===== src/hw/rtl/fcl_pkg.sv =====
package fcl_pkg;

	localparam int IN_MAX  = 1024;
	localparam int OUT_MAX = 64;

	localparam int WDEPTH  = IN_MAX * OUT_MAX;
	localparam int WADDR_W = (WDEPTH > 1) ? $clog2(WDEPTH) : 1;
	localparam int CNT_W   = (IN_MAX > 1) ? $clog2(IN_MAX) : 1;
	localparam int OIDX_W  = (OUT_MAX > 1) ? $clog2(OUT_MAX) : 1;

	localparam int CFG_IN_W   = 11;
	localparam int CFG_OUT_W  = 7;
	localparam int CFG_DATA_W = 11;
	localparam int CFG_IDX_W  = 1;

	localparam int ROW_W  = 10;
	localparam int MROW_W = (CNT_W > ROW_W) ? CNT_W : ROW_W;
	localparam int PROD_W = MROW_W + 8;
	localparam int CMP_W  = (CNT_W + 1 > CFG_IN_W) ? CNT_W + 1 : CFG_IN_W;

	localparam int ACC_W  = 42;
	localparam int SUM_W  = ACC_W + 1;
	localparam int QDEPTH = 4;
	localparam int QPTR_W = $clog2(QDEPTH);
	localparam int QCNT_W = $clog2(QDEPTH + 1);

	localparam logic [1:0] OP_WEIGHT = 2'd0;
	localparam logic [1:0] OP_BIAS   = 2'd1;
	localparam logic [1:0] OP_ACT    = 2'd2;

	localparam logic [CFG_IDX_W-1:0] REG_IN_UNITS  = 1'b0;
	localparam logic [CFG_IDX_W-1:0] REG_OUT_UNITS = 1'b1;

	typedef struct packed {
		logic [1:0]         opcode;
		logic [ROW_W-1:0]   row;
		logic [5:0]         col;
		logic signed [15:0] value;
	} fcl_in_t;

	typedef struct packed {
		logic [5:0]         out_index;
		logic signed [31:0] out_value;
		logic               last;
	} fcl_out_t;

	// Clamped register values as the datapath uses them.
	typedef struct packed {
		logic [CFG_IN_W-1:0]  n_in;
		logic [CFG_OUT_W-1:0] n_out;
	} fcl_cfg_t;

	// One classified item on its way from the front to the back.
	typedef struct packed {
		logic [1:0]         op;
		logic [WADDR_W-1:0] addr;
		logic [5:0]         col;
		logic signed [15:0] value;
		logic               last;
	} fcl_cmd_t;

endpackage


===== src/hw/rtl/fcl_front.sv =====
module fcl_front (
	input  logic             clk,
	input  logic             arst_n,
	input  fcl_pkg::fcl_cfg_t cfg,
	input  logic             item_valid,
	output logic             item_stall,
	input  fcl_pkg::fcl_in_t item,
	input  logic             q_full,
	output logic             push,
	output fcl_pkg::fcl_cmd_t push_cmd
);
	import fcl_pkg::*;

	logic [CNT_W-1:0]  cnt_q;
	logic [MROW_W-1:0] mrow;
	logic [PROD_W-1:0] addr_full;
	logic [CMP_W-1:0]  cnt_next;
	logic              is_last;
	logic              accept;
	logic              is_act;
	logic              keep;

	assign item_stall = q_full;
	assign accept     = item_valid && !q_full;
	assign is_act     = (item.opcode == OP_ACT);

	// Activations address the row given by the running input count.
	assign mrow      = is_act ? MROW_W'(cnt_q) : MROW_W'(item.row);
	assign addr_full = PROD_W'(mrow) * PROD_W'(cfg.n_out)
		+ (is_act ? '0 : PROD_W'(item.col));

	assign cnt_next = CMP_W'(cnt_q) + CMP_W'(1);
	assign is_last  = (cnt_next >= CMP_W'(cfg.n_in));

	always_comb begin
		case (item.opcode)
			OP_WEIGHT: keep = 1'b1;
			OP_BIAS:   keep = (7'(item.col) < 7'(OUT_MAX));
			OP_ACT:    keep = 1'b1;
			default:   keep = 1'b0;
		endcase
	end

	assign push           = accept && keep;
	assign push_cmd.op    = item.opcode;
	assign push_cmd.addr  = addr_full[WADDR_W-1:0];
	assign push_cmd.col   = item.col;
	assign push_cmd.value = item.value;
	assign push_cmd.last  = is_last;

	always_ff @(posedge clk or negedge arst_n) begin
		if (!arst_n) begin
			cnt_q <= '0;
		end else if (accept && is_act) begin
			cnt_q <= is_last ? '0 : cnt_next[CNT_W-1:0];
		end
	end

endmodule


===== config.mk =====
export PLATFORM = sky130hd
export DESIGN_NAME = fcl_front
export DESIGN_NICKNAME = d
export VERILOG_FILES = /design/src/hw/rtl/fcl_pkg.sv /design/src/hw/rtl/fcl_front.sv
export SDC_FILE = /design/constraint.sdc
export NUM_CORES = 1
export LEC_CHECK = 0
export BUFFER_PORTS_ARGS = -buffer_cell sky130_fd_sc_hd__buf_2
export CAP_MARGIN = 20
export CORE_MARGIN = 2
export CORE_UTILIZATION = 30
export CTS_CLUSTER_SIZE = 30
export DETAILED_ROUTE_END_ITERATION = 7
export PLACE_DENSITY_LB_ADDON = 0.25
export SYNTH_ARGS = -nofsm -noshare
export SYNTH_HDL_FRONTEND = slang
export SYNTH_SLANG_ARGS = --single-unit

===== constraint.sdc =====
create_clock -name clk -period 10.9 [get_ports clk]
set_input_delay 3.27 -clock clk [delete_from_list [all_inputs] [get_ports clk]]
set_output_delay 3.27 -clock clk [all_outputs]
set_load 0.005 [all_outputs]

==> flow_summary.rst <==
.. list-table::
   :header-rows: 1

   * - Metric
     - Value
   * - Type of element capturing the critical path
     - output pin
   * - Register with the most flip-flops
     - cnt_q
   * - Total clock sinks
     - 10
   * - R2R setup slack
     - 7.84 ns
   * - Worst hold path type
     - reg -> reg
   * - Number of DRC violations after detailed-routing iteration 0
     - 95
   * - Final Wtd Congestion
     - 0.827
   * - Final core area utilization
     - 0.399
   * - Fin crit period
     - approximately 11 ns
   * - Destination of the worst register-to-register timing path
     - cnt_q[1]
   * - Number of buffer cells added on primary ports
     - 66
   * - Die Area
     - roughly 14000 um^2
   * - Worst-Skew Late Latency
     - 0.24 ns
   * - Setup repair after global routing missed its margin
     - true
   * - Comb power frac
     - 0.882
   * - Clock buffers created by TritonCTS
     - 3
   * - Total number of nets in the final design
     - 693
   * - Number of placed cells counting well taps
     - 697
   * - Mapped Avg Cell Area
     - 8.45 um^2
   * - Number of buffers added to fix hold violations after cts
     - 0
   * - Final number of setup-violating endpoints
     - 0
   * - Initial core utilization
     - 0.306
   * - Busiest grt layer
     - met2
   * - Post-route clock period utilization
     - 0.988
   * - Leak Pwr
     - between 2 and 3 nW
   * - Total of fill cells in the finished design
     - about 1300
   * - Syn Nets
     - around 600
   * - EDFF count, synth
     - 0
   * - Status
     - finished clean
   * - Number of antenna violations at the first check in global routing
     - 0
   * - Part of the Yosys area used for sequential elements
     - 0.0654
   * - GRT met1 Usage
     - 0.186
   * - Met2 Track Usage GR
     - 0.242
   * - Classification of the worst setup path
     - in -> out
   * - Cell at the root of the clock tree
     - sky130_fd_sc_hd__clkbuf_16
   * - Global-route wire length before repair
     - 15400 um
   * - Maximum clock frequency
     - 92.8 MHz
   * - Via count of the first global-routing pass
     - 3426
   * - Share of total power in the clock network
     - 0.068
   * - Ant. Diodes
     - 0
   * - Top-level I/O count
     - 99
   * - Area overhead of the layout relative to synthesis
     - 30.5%
   * - # H-tree levels
     - 1
   * - Via density per instance
     - 4.52
   * - Data required time at the worst endpoint
     - around 7.6 ns
   * - Layout cells sized above 1
     - 0.346
   * - Share of synthesized registers carrying an async set or reset
     - 1.00
   * - Average wire length per cell after detail routing
     - around 12 um
   * - Total number of placement rows
     - 41
   * - Register clock-pin slew on the reported worst setup and hold paths
     - roughly 0.040 ns
   * - Pin count of the biggest net entering global routing
     - 20
   * - Area of the mapped netlist
     - around 3800 um^2
   * - Biggest registers after layout
     - cnt_q: 10 flops
   * - Total count of hold-check failures in the final report
     - 0
   * - Endpoint, Worst Hold
     - cnt_q[9]
   * - Met3 usage
     - 0.0139
   * - Power per cell area
     - 219 nW/um^2
   * - Part of the total power dissipated in sequential elements
     - 0.050
   * - Final HPWL DP
     - 7420 um
   * - Count of maximum capacitance violations
     - 0
   * - Worst-margin pin slew
     - 0.626 ns
   * - Fraction of power spent switching nets
     - 0.448
   * - Startpoint of the worst-slack reg-to-reg timing path
     - cnt_q[0]
   * - Multi-input gate area in the final layout
     - between 3000 and 4000 um^2
   * - Sw Pwr
     - 0.491 mW
   * - Worst-case hold slack
     - 0.562 ns
   * - Vias
     - between 3000 and 4000
   * - Detailed Route WL
     - 8890 um
   * - VDD IR max
     - 97.9 uV
   * - Clk buf depth
     - 2
   * - Critical Path Source Type
     - input port
   * - Die width
     - 117 um
   * - Number of flip-flops in the largest register
     - 10
   * - Area of the core
     - 12500 um^2
   * - Arrival @ worst endpoint
     - 7.50 ns
   * - Most used flip-flop cell after synthesis
     - sky130_fd_sc_hd__dfrtp_1
   * - Pwr Total
     - 1.10 mW
   * - Global routing usage summed across all routing layers
     - 0.138
   * - Slew HR
     - 0.582
   * - Global route overflow
     - 0
   * - Residual DRC count
     - 0
   * - TritonCTS clock tree
     - yes
   * - Height of the die
     - 117 um
   * - Max Fanout on Critical Path
     - 8
   * - Cell Count, Final, Fillers Out
     - around 700
   * - Syn. warnings
     - 0
   * - Fin. max-slew vios
     - 0
   * - Antenna violation net count after detailed routing
     - 0
   * - Sequential cell area
     - between 200 and 300 um^2
   * - Worst Min Path Start
     - cnt_q[9]
   * - First-pass iteration count of the detailed router
     - 4
   * - WHS Path Cells
     - 2
   * - Number of cells on the worst reg-to-reg path
     - 11
   * - Final setup skew
     - 0.00183 ns
   * - Count of state elements after synthesis
     - 10
   * - Cell count after synthesis
     - approximately 450
   * - Internal cell power
     - approximately 0.60 mW
   * - Number of distinct standard cells referenced by the synthesized netlist
     - 54
-- worst max-delay path by stage --
| stage | start | endpoint | slack, ns | cells past startpoint |
|---|---|---|---|---|
| after global placement | item[32] | push_cmd[37] | -0.11 | 19 |
| final | item[32] | push_cmd[35] | 0.13 | 18 |
| after floorplan | item[32] | push_cmd[37] | 0.03 | 18 |
| after detailed placement | item[32] | push_cmd[35] | -0.22 | 19 |
| after CTS | item[32] | push_cmd[33] | 0.009 | 18 |
| after global routing | item[32] | push_cmd[37] | -0.11 | 18 |
-- layer usage --
metal / vias to the layer above / wire (um) / part of all wire
met5: - / 0 / 0
met4: 0 / 130 / 0.015
met3: 14 / 328 / 0.037
met2: 69 / 4270 / 0.48
met1: 1547 / 4160 / 0.47
li1: 1591 / - / -
-- power groups by stage --
stage               combinational (mW)  sequential, mW  clock, mW
floorplan                        0.499          0.0501          0
global placement                 0.791          0.0536          0
detailed placement               0.798          0.0535          0
CTS                              0.840          0.0538     0.0756
global route                      1.10          0.0561     0.0779
finish                           0.967          0.0546     0.0743
-- critical path, stage by stage --
cell and delay (ns):
sky130_fd_sc_hd__buf_6 0.09, sky130_fd_sc_hd__nand2b_4 0.22, sky130_fd_sc_hd__buf_12 0.17, sky130_fd_sc_hd__mux2i_1 0.13
sky130_fd_sc_hd__buf_4 0.20, sky130_fd_sc_hd__nor2b_4 0.05, sky130_fd_sc_hd__fa_1 0.56, sky130_fd_sc_hd__fa_1 0.46
sky130_fd_sc_hd__fa_1 0.51, sky130_fd_sc_hd__inv_1 0.05, sky130_fd_sc_hd__fa_1 0.49, sky130_fd_sc_hd__inv_2 0.05
sky130_fd_sc_hd__ha_4 0.14, sky130_fd_sc_hd__or3_4 0.37, sky130_fd_sc_hd__o32ai_4 0.33, sky130_fd_sc_hd__nand3_1 0.12
sky130_fd_sc_hd__o311ai_1 0.11, sky130_fd_sc_hd__buf_2 0.17
-- what timing repair did --
item,4_1_cts,5_1_grt
buffers inserted,5,8
pin swaps,14,52
endpoints found under the setup margin,8,9
cloned,0,0
gates resized for setup,20,63
-- area by class of cell --
type / instances / area share
well taps: 172 / 0.0431
inverters: 85 / 0.0638
multi-input cells: 323 / 0.671
clock buffers: 4 / 0.0178
flip-flops and latches: 10 / 0.0501
repair buffers: 119 / 0.154
-- cell usage after synthesis (all sizes together) (2+ instances only) --
cell	count	area, um^2
and2	13	82.6
and3	3	18.8
ha	51	638
mux2i	8	80.1
nand2	32	120
xor2	4	35.0
nor3	3	15.0
a21oi	12	63.8
o21a	2	15.0
a21o	4	30.0
dfrtp	10	250
clkbuf	4	28.8
nor2	14	60.1
a31oi	2	12.5
nand4	3	18.8
or3	2	12.5
o21ai	10	53.8
buf	31	245
mux2	2	22.5
o211ai	2	15.0
nand3	8	45.0
o221ai	2	17.5
inv	85	319
nor2b	44	275
o31ai	4	35.0
xnor2	16	140
nand2b	20	125
fa	44	881
or2	4	25.0
-- cells in the final DEF, fill, tap and decap left out, drive strengths merged, types with 3 or more instances in the layout --
cell type,netlist,routed
o21ai,10,10
nand2b,20,20
xor2,4,4
xnor2,16,16
nor2,14,14
clkbuf,4,4
and3,3,3
nand2,32,32
inv,85,85
dfrtp,10,10
ha,51,51
a21o,4,4
or2,4,4
nand4,3,3
a21oi,12,12
buf,31,119
mux2i,8,8
o31ai,4,4
nor2b,44,44
nand3,8,8
fa,44,44
and2,13,13
nor3,3,3
-- metrics by stage --
| stage | instance area [um^2] | setup TNS (ns) | worst slack (ns) |
|---|---|---|---|
| after detailed placement | 4430 | -1.25 | -0.222 |
| final | 5000 | 0 | 0.130 |
| after global placement | 4430 | -0.546 | -0.110 |
| after global routing | 5000 | -0.326 | -0.107 |
| after floorplan | 3830 | 0 | 0.0333 |
| after CTS | 4630 | 0 | 0.00906 |
-- cell families (layout without fill, tap and decap cells) --
family	after synthesis	after routing	synth area share
and+or+nand+nor	150	150	0.216
buffers and inverters	120	208	0.155
adders and majority gates	95	95	0.397
AOI/OAI and AO/OA	48	48	0.0941
xor gates and xnor gates	20	20	0.0457
muxes	10	10	0.0268
DFF	10	10	0.0654
Power figures use the tool's default switching activity.
