`config.mk`:
```
export PLATFORM = sky130hd
export DESIGN_NAME = fcl_queue
export DESIGN_NICKNAME = d
export VERILOG_FILES = /design/src/hw/rtl/fcl_pkg.sv /design/src/hw/rtl/fcl_queue.sv
export SDC_FILE = /design/constraint.sdc
export NUM_CORES = 1
export LEC_CHECK = 0
export BUFFER_PORTS_ARGS = -buffer_cell sky130_fd_sc_hd__buf_2
export CAP_MARGIN = 15
export CORE_ASPECT_RATIO = 0.7
export CORE_MARGIN = 10
export CORE_UTILIZATION = 45
export DETAILED_ROUTE_END_ITERATION = 8
export GPL_ROUTABILITY_DRIVEN = 0
export GPL_TIMING_DRIVEN = 0
export PLACE_DENSITY = 0.67
export SETUP_SLACK_MARGIN = 0.3
export SYNTH_ARGS = -nofsm -noshare
export SYNTH_HDL_FRONTEND = slang
export SYNTH_SLANG_ARGS = --single-unit
```
`constraint.sdc`:
```
create_clock -name clk -period 2.14 [get_ports clk]
set_input_delay 0.642 -clock clk [delete_from_list [all_inputs] [get_ports clk]]
set_output_delay 0.642 -clock clk [all_outputs]
set_load 0.01 [all_outputs]
```
`src/hw/rtl/fcl_pkg.sv`:
```
package fcl_pkg;

	localparam int IN_MAX  = 1024;
	localparam int OUT_MAX = 64;

	localparam int WDEPTH  = IN_MAX * OUT_MAX;
	localparam int WADDR_W = (WDEPTH > 1) ? $clog2(WDEPTH) : 1;
	localparam int CNT_W   = (IN_MAX > 1) ? $clog2(IN_MAX) : 1;
	localparam int OIDX_W  = (OUT_MAX > 1) ? $clog2(OUT_MAX) : 1;

	localparam int CFG_IN_W   = 11;
	localparam int CFG_OUT_W  = 7;
	localparam int CFG_DATA_W = 11;
	localparam int CFG_IDX_W  = 1;

	localparam int ROW_W  = 10;
	localparam int MROW_W = (CNT_W > ROW_W) ? CNT_W : ROW_W;
	localparam int PROD_W = MROW_W + 8;
	localparam int CMP_W  = (CNT_W + 1 > CFG_IN_W) ? CNT_W + 1 : CFG_IN_W;

	localparam int ACC_W  = 42;
	localparam int SUM_W  = ACC_W + 1;
	localparam int QDEPTH = 4;
	localparam int QPTR_W = $clog2(QDEPTH);
	localparam int QCNT_W = $clog2(QDEPTH + 1);

	localparam logic [1:0] OP_WEIGHT = 2'd0;
	localparam logic [1:0] OP_BIAS   = 2'd1;
	localparam logic [1:0] OP_ACT    = 2'd2;

	localparam logic [CFG_IDX_W-1:0] REG_IN_UNITS  = 1'b0;
	localparam logic [CFG_IDX_W-1:0] REG_OUT_UNITS = 1'b1;

	typedef struct packed {
		logic [1:0]         opcode;
		logic [ROW_W-1:0]   row;
		logic [5:0]         col;
		logic signed [15:0] value;
	} fcl_in_t;

	typedef struct packed {
		logic [5:0]         out_index;
		logic signed [31:0] out_value;
		logic               last;
	} fcl_out_t;

	// Clamped register values as the datapath uses them.
	typedef struct packed {
		logic [CFG_IN_W-1:0]  n_in;
		logic [CFG_OUT_W-1:0] n_out;
	} fcl_cfg_t;

	// One classified item on its way from the front to the back.
	typedef struct packed {
		logic [1:0]         op;
		logic [WADDR_W-1:0] addr;
		logic [5:0]         col;
		logic signed [15:0] value;
		logic               last;
	} fcl_cmd_t;

endpackage

```
`src/hw/rtl/fcl_queue.sv`:
```
module fcl_queue (
	input  logic              clk,
	input  logic              arst_n,
	input  logic              push,
	input  fcl_pkg::fcl_cmd_t push_cmd,
	output logic              full,
	input  logic              pop,
	output logic              head_valid,
	output fcl_pkg::fcl_cmd_t head
);
	import fcl_pkg::*;

	fcl_cmd_t            fifo_q [QDEPTH];
	logic [QPTR_W-1:0]   wr_ptr_q;
	logic [QPTR_W-1:0]   rd_ptr_q;
	logic [QCNT_W-1:0]   cnt_q;

	assign full       = (cnt_q == QCNT_W'(QDEPTH));
	assign head_valid = (cnt_q != '0);
	assign head       = fifo_q[rd_ptr_q];

	always_ff @(posedge clk) begin
		if (push) begin
			fifo_q[wr_ptr_q] <= push_cmd;
		end
	end

	always_ff @(posedge clk or negedge arst_n) begin
		if (!arst_n) begin
			wr_ptr_q <= '0;
			rd_ptr_q <= '0;
			cnt_q    <= '0;
		end else begin
			if (push) begin
				wr_ptr_q <= wr_ptr_q + QPTR_W'(1);
			end
			if (pop) begin
				rd_ptr_q <= rd_ptr_q + QPTR_W'(1);
			end
			if (push && !pop) begin
				cnt_q <= cnt_q + QCNT_W'(1);
			end else if (pop && !push) begin
				cnt_q <= cnt_q - QCNT_W'(1);
			end
		end
	end

endmodule

```
==> reports/metrics.yaml, run 1 <==
power:
  power_switching_mw: 3.16
  finalPower_mw: 11.5
  swShare_pct: 27.4
  power.internal_mw: 8.36
  combPwrFrac_pct: 33.7
  pwr-share-clk_pct: 26.8
  p_leak_nw: 2.78
  vdd_ir_drop_max_v: 0.000731
  pwr-share-seq_pct: 39.5
  power_density_nw_per_um2: 1450
global_route:
  grt_pass1_vias: 3303
  grt_max_degree: 42
  grt_util_all_layers_pct: 12.4
  grt_pass1_wl_um: 18300
  grt_antenna_before_repair: 1
  overflow: 0
routing:
  firstDrtPassIters: 4
  wirelength_um: 11500
  avgViaCountPerCell: 5.01
  wl_per_cell_um: 20.4
  postRouteAntennaNets: 0
  drc: 0
  drt_first_iter_violations: 137
  vias: 2832
timing:
  setup-violations-final: 41
  slew-limit-headroom_pct: 55.4
  hold_slack_ps: 51.8
  worst_slew_pin_slew_ps: 669
  clock_skew_ps: 7.59
  finalSetupTns_ps: -9470
  maxSlewViolCount: 0
  max_freq_ghz: 0.415
  rsz0062_at_grt: "yes"
  period_minus_slack_ps: 2410
  timing.final.crit_share_pct: 113
  setup_slack_ps: -270
  hold_viol: 0
logic_synthesis:
  yosysTopAreaCell: "edfxtp_1"
  ys_ff_latch: 171
  syn-cell-area_sq_um: 6370
  syn_nets: 300
  postSynthAreaPerCell_sq_um: 25.6
  yosysSeqAreaShare_pct: 80.1
  yosys_warnings: 0
  yosys.area.top_type_share_pct: 77.4
  netlist_instances: 249
  synth_cell_types: 20
  synth_area_leaders: "edfxtp_1, mux4_2, dfrtp_1"
setup_path:
  cp.depth: 4
  end_kind: "output port"
  r2r_cells: 3
  crit_buf_inv: 3
  path_cells: "buf_8 -> buf_12 -> mux4_2 -> buf_6"
  max_stage_delay_ps: 550
  reg2reg_slack_ps: 500
  start_kind: "flop"
  cp_max_fo: 10
  cp-startpoint: "rd_ptr_q[0]"
  slowest_stage: "mux4_2"
  required_ps: 1500
  cpLargestDelayFamily: "multiplexers"
  worst-setup-path-type: "reg -> out"
  reg2reg_from: "wr_ptr_q[0]"
  critical_path_arrival_ps: 1770
clock_tree:
  htreeDepth: 4
  cts.sinks: 171
  cts_tree: "yes"
  cts_buffer_depth: 2
  clkTransAtPathRegs_ps: 60
  clock_latency_ps: 410
  clockRootBuffer: "clkbuf_16"
  cts_made_buffers: 17
  cts_hold_buf: 0
cells_and_area:
  area_growth_pct: 24.9
  final_common_cell: "edfxtp_1"
  postLayoutCellArea_sq_um: 7950
  layout_common_cells: "edfxtp_1, buf_2, mux4_2"
  final_core_util_pct: 57.3
  nNetsFinal: 413
  drive_gt1_share_pct: 48.0
  antenna_cells: 0
die:
  fp.dieW_um: 162
  io_pins: 88
  placeableCoreArea_sq_um: 13900
  rows: 36
  dieArea_sq_um: 19400
  initial_core_util_pct: 45.9
  die_h_um: 120
outcome:
  violations: "setup timing"
  status: "complete, but fails checks"
placement:
  io_buffer_count: 87
  dp_hpwl_um: 7080
  place_area_sq_um: 7040
hold_path:
  hold_class: "in -> async"
flow_run:
  max-cap-violations: 0
==> cell type report <==
| class | instances | area [sq um] |
|---|---|---|
| Clock inverter | 13 | 166 |
| Timing Repair Buffer | 94 | 727 |
| Inverter | 4 | 15.0 |
| Tap cell | 190 | 238 |
| Fill cell | 1052 | 5920 |
| Buffer | 10 | 130 |
| Clock buffer | 19 | 433 |
| Multi-Input combinational cell | 64 | 1140 |
| Sequential cell | 171 | 5100 |
==> power groups by stage <==
| stage | Combinational (mW) | Sequential (mW) | Clock (mW) |
|---|---|---|---|
| 3_3_place_gp | 3.15 | 4.60 | 0 |
| 5_1_grt | 4.21 | 4.60 | 3.30 |
| 3_5_place_dp | 3.17 | 4.65 | 0 |
| 6_report | 3.88 | 4.55 | 3.09 |
| 2_1_floorplan | 2.09 | 4.57 | 0 |
| 4_1_cts | 3.79 | 4.56 | 3.16 |
==> metrics by stage <==
step / setup WS, ps / cells
after floorplan: 349 / 249
after global placement: -73.2 / 526
after detailed placement: -92.4 / 526
after CTS: -307 / 563
after global routing: -355 / 565
final: -270 / 565
==> worst reg2reg max path, delay by kind of cell, from the launching register on <==
kind / cells / cell delay (ps)
flops: 1 / 420
fa+ha+maj: 1 / 140
simple gates: 1 / 560
buf+inv: 1 / 100
==> path summary, 6_finish.rpt <==
kind                                 end
setup reg to reg           fifo_q[0][13]
hold / removal                  cnt_q[2]
min in group clk           fifo_q[2][24]
hold reg to reg              wr_ptr_q[0]
setup / recovery                 head[4]
max in group asynchronous    rd_ptr_q[1]
==> cells by family after synthesis <==
kind of cell	synth area share, %
DFF	80.1
muxes	14.9
buffers and inverters	2.04
and+or+nand+nor	0.786
xor gates and xnor gates	0.825
adders and majority gates	1.30
AOI/OAI and AO/OA	0.0785
==> routing by layer <==
| metal | track usage [%] | part of all wire, % | vias up |
|---|---|---|---|
| met4 | 3.06 | 0.52 | 0 |
| met3 | 5.74 | 8.0 | 11 |
| met5 | 0 | 0 | - |
| li1 | - | - | 1272 |
| met2 | 20.3 | 49 | 73 |
| met1 | 14.8 | 42 | 1476 |
==> flip-flops by register name, indices dropped and copies added (netlist names) <==
register	cells
rd_ptr_q	2
fifo_q	164
wr_ptr_q	2
cnt_q	3
==> synth_stat cells <==
master / number
fa_1: 1
mux4_1: 3
nor3b_1: 1
inv_1: 4
xnor2_1: 2
nand2_1: 2
o21ai_0: 1
or3_1: 1
mux4_2: 38
buf_2: 4
mux2_2: 1
ha_1: 5
buf_12: 4
dfrtp_1: 7
clkbuf_1: 1
nor2_1: 1
and2_1: 4
xor2_1: 4
edfxtp_1: 164
buf_6: 1
==> what timing repair did <==
| action | in CTS | in global routing |
|---|---|---|
| setup endpoints to repair | 207 | 43 |
| buffers inserted | 5 | 2 |
| gates resized for setup | 42 | 12 |
| pin swaps | 1 | 1 |
Power figures use the tool's default switching activity.
==> inputs of run 2 (changes only) <==
==> constraint.sdc (replaced) <==
create_clock -name clk -period 2.14 [get_ports clk]
set_input_delay 0.428 -clock clk [delete_from_list [all_inputs] [get_ports clk]]
set_output_delay 0.428 -clock clk [all_outputs]
set_load 0.01 [all_outputs]
==> run 2 against run 1 <==
The run still ends with setup timing left. Maximum frequency grew 9.6%. Sequential power is essentially flat. Via count grew 0.14%. Register-to-register slack is essentially flat. Setup slack gained 210 ps. Critical endpoint unchanged. Largest cell class unchanged. Largest power group unchanged. Highest routed layer unchanged.
==> reports/metrics.yaml, run 2 (same netlist as run 1, synthesis figures left out) <==
routing:
  avgViaCountPerCell: 5.04
  firstDrtPassIters: 4
  vias: 2836
  drt_first_iter_violations: 131
  wl_per_cell_um: 20.5
  postRouteAntennaNets: 0
  wirelength_um: 11500
  drc: 0
setup_path:
  critical_path_arrival_ps: 1770
  path_cells: "buf_8 -> buf_12 -> mux4_2 -> buf_6"
  cp_max_fo: 10
  reg2reg_slack_ps: 500
  slowest_stage: "mux4_2"
  cpLargestDelayFamily: "multiplexers"
  start_kind: "flop"
  max_stage_delay_ps: 550
  worst-setup-path-type: "reg -> out"
  crit_buf_inv: 3
  end_kind: "output port"
  required_ps: 1710
power:
  power_switching_mw: 3.14
  pwr-share-seq_pct: 39.8
  finalPower_mw: 11.5
  pwr-share-clk_pct: 27.0
  power.internal_mw: 8.31
  power_density_nw_per_um2: 1440
  p_leak_nw: 2.76
  swShare_pct: 27.4
  vdd_ir_drop_max_v: 0.000731
  combPwrFrac_pct: 33.3
timing:
  hold_slack_ps: 228
  clock_skew_ps: 10.6
  period_minus_slack_ps: 2200
  worst_slew_pin_slew_ps: 668
  slew-limit-headroom_pct: 55.5
  setup_slack_ps: -58.6
  hold_viol: 0
  timing.final.crit_share_pct: 103
  finalSetupTns_ps: -879
  max_freq_ghz: 0.455
  setup-violations-final: 38
  maxSlewViolCount: 0
  rsz0062_at_grt: "yes"
global_route:
  grt_pass1_wl_um: 18200
  grt_antenna_before_repair: 1
  overflow: 0
  grt_pass1_vias: 3284
  grt_util_all_layers_pct: 12.4
  grt_max_degree: 42
clock_tree:
  clockRootBuffer: "clkbuf_16"
  htreeDepth: 4
  cts_buffer_depth: 2
  clock_latency_ps: 410
  cts_tree: "yes"
  cts_made_buffers: 17
  clkTransAtPathRegs_ps: 60
  cts.sinks: 171
cells_and_area:
  regArea_sq_um: 5100
  antenna_cells: 0
  postLayoutCellArea_sq_um: 7930
  largest_register_ffs: 164
  max_flop_register: "fifo_q"
  largestRegisters: "fifo_q x164, cnt_q x3"
  multiInputGateArea_sq_um: 1130
  area_growth_pct: 24.5
  stdcell_count: 563
  final_common_cell: "edfxtp_1"
  layout_common_cells: "edfxtp_1, buf_2, mux4_2"
  nFillCells: 1052
  drive_gt1_share_pct: 47.5
  final_core_util_pct: 57.1
  nNetsFinal: 411
flow_run:
  max-cap-violations: 0
outcome:
  violations: "setup timing"
  status: "complete, but fails checks"
die:
  io_pins: 88
  fp.dieW_um: 162
  die_h_um: 120
  placeableCoreArea_sq_um: 13900
  dieArea_sq_um: 19400
  rows: 36
  initial_core_util_pct: 45.9
placement:
  place_area_sq_um: 7040
  dp_hpwl_um: 7080
  io_buffer_count: 87
  dp.cells: 526
  place_ws_ps: 121
hold_path:
  hold_class: "in -> reg"
-- run 2: path summary, 6_finish.rpt --
check	cells past startpoint	endpoint	from
max in group asynchronous	2	cnt_q[0]	arst_n
setup / recovery	4	head[4]	rd_ptr_q[0]
min in group asynchronous	2	cnt_q[2]	arst_n
hold / removal	1	fifo_q[2][24]	push_cmd[24]
hold reg to reg	1	cnt_q[2]	cnt_q[2]
setup reg to reg	3	fifo_q[0][13]	wr_ptr_q[0]
-- run 2: worst reg2reg max path: cells and delay by family, from the launching register on --
family        cells  cell delay, ps
buf+inv           1             100
fa+ha+maj         1             140
simple gates      1             560
flops             1             420
-- run 2: layer usage --
metal,global-route usage (%),vias to the layer above,routed length [um]
met3,5.67,12,916
met4,3.06,0,68
met5,0,-,0
met2,20.1,82,5690
li1,-,1270,-
met1,14.8,1472,4840
-- run 2: what timing repair did --
item,4_1_cts,5_1_grt
setup endpoints to repair,205,42
endpoints found under the hold margin,7,0
cloned,0,0
buffers inserted,2,2
resized for setup,41,11
hold buffers,1,0
-- run 2: cell type report --
class	count	area share, %
plain buffers	10	1.64
clock buffers	19	5.46
clock inverters	13	2.10
inverters	4	0.189
multi-input cells	64	14.3
flip-flops and latches	171	64.4
well taps	190	3.00
repair buffers	92	8.92
-- run 2: power groups by stage --
stage	logic, mW	registers, mW	clock network (mW)
floorplan	2.09	4.57	0
global placement	3.15	4.60	0
detailed placement	3.17	4.65	0
CTS	3.74	4.57	3.16
global route	4.13	4.61	3.30
finish	3.81	4.55	3.09
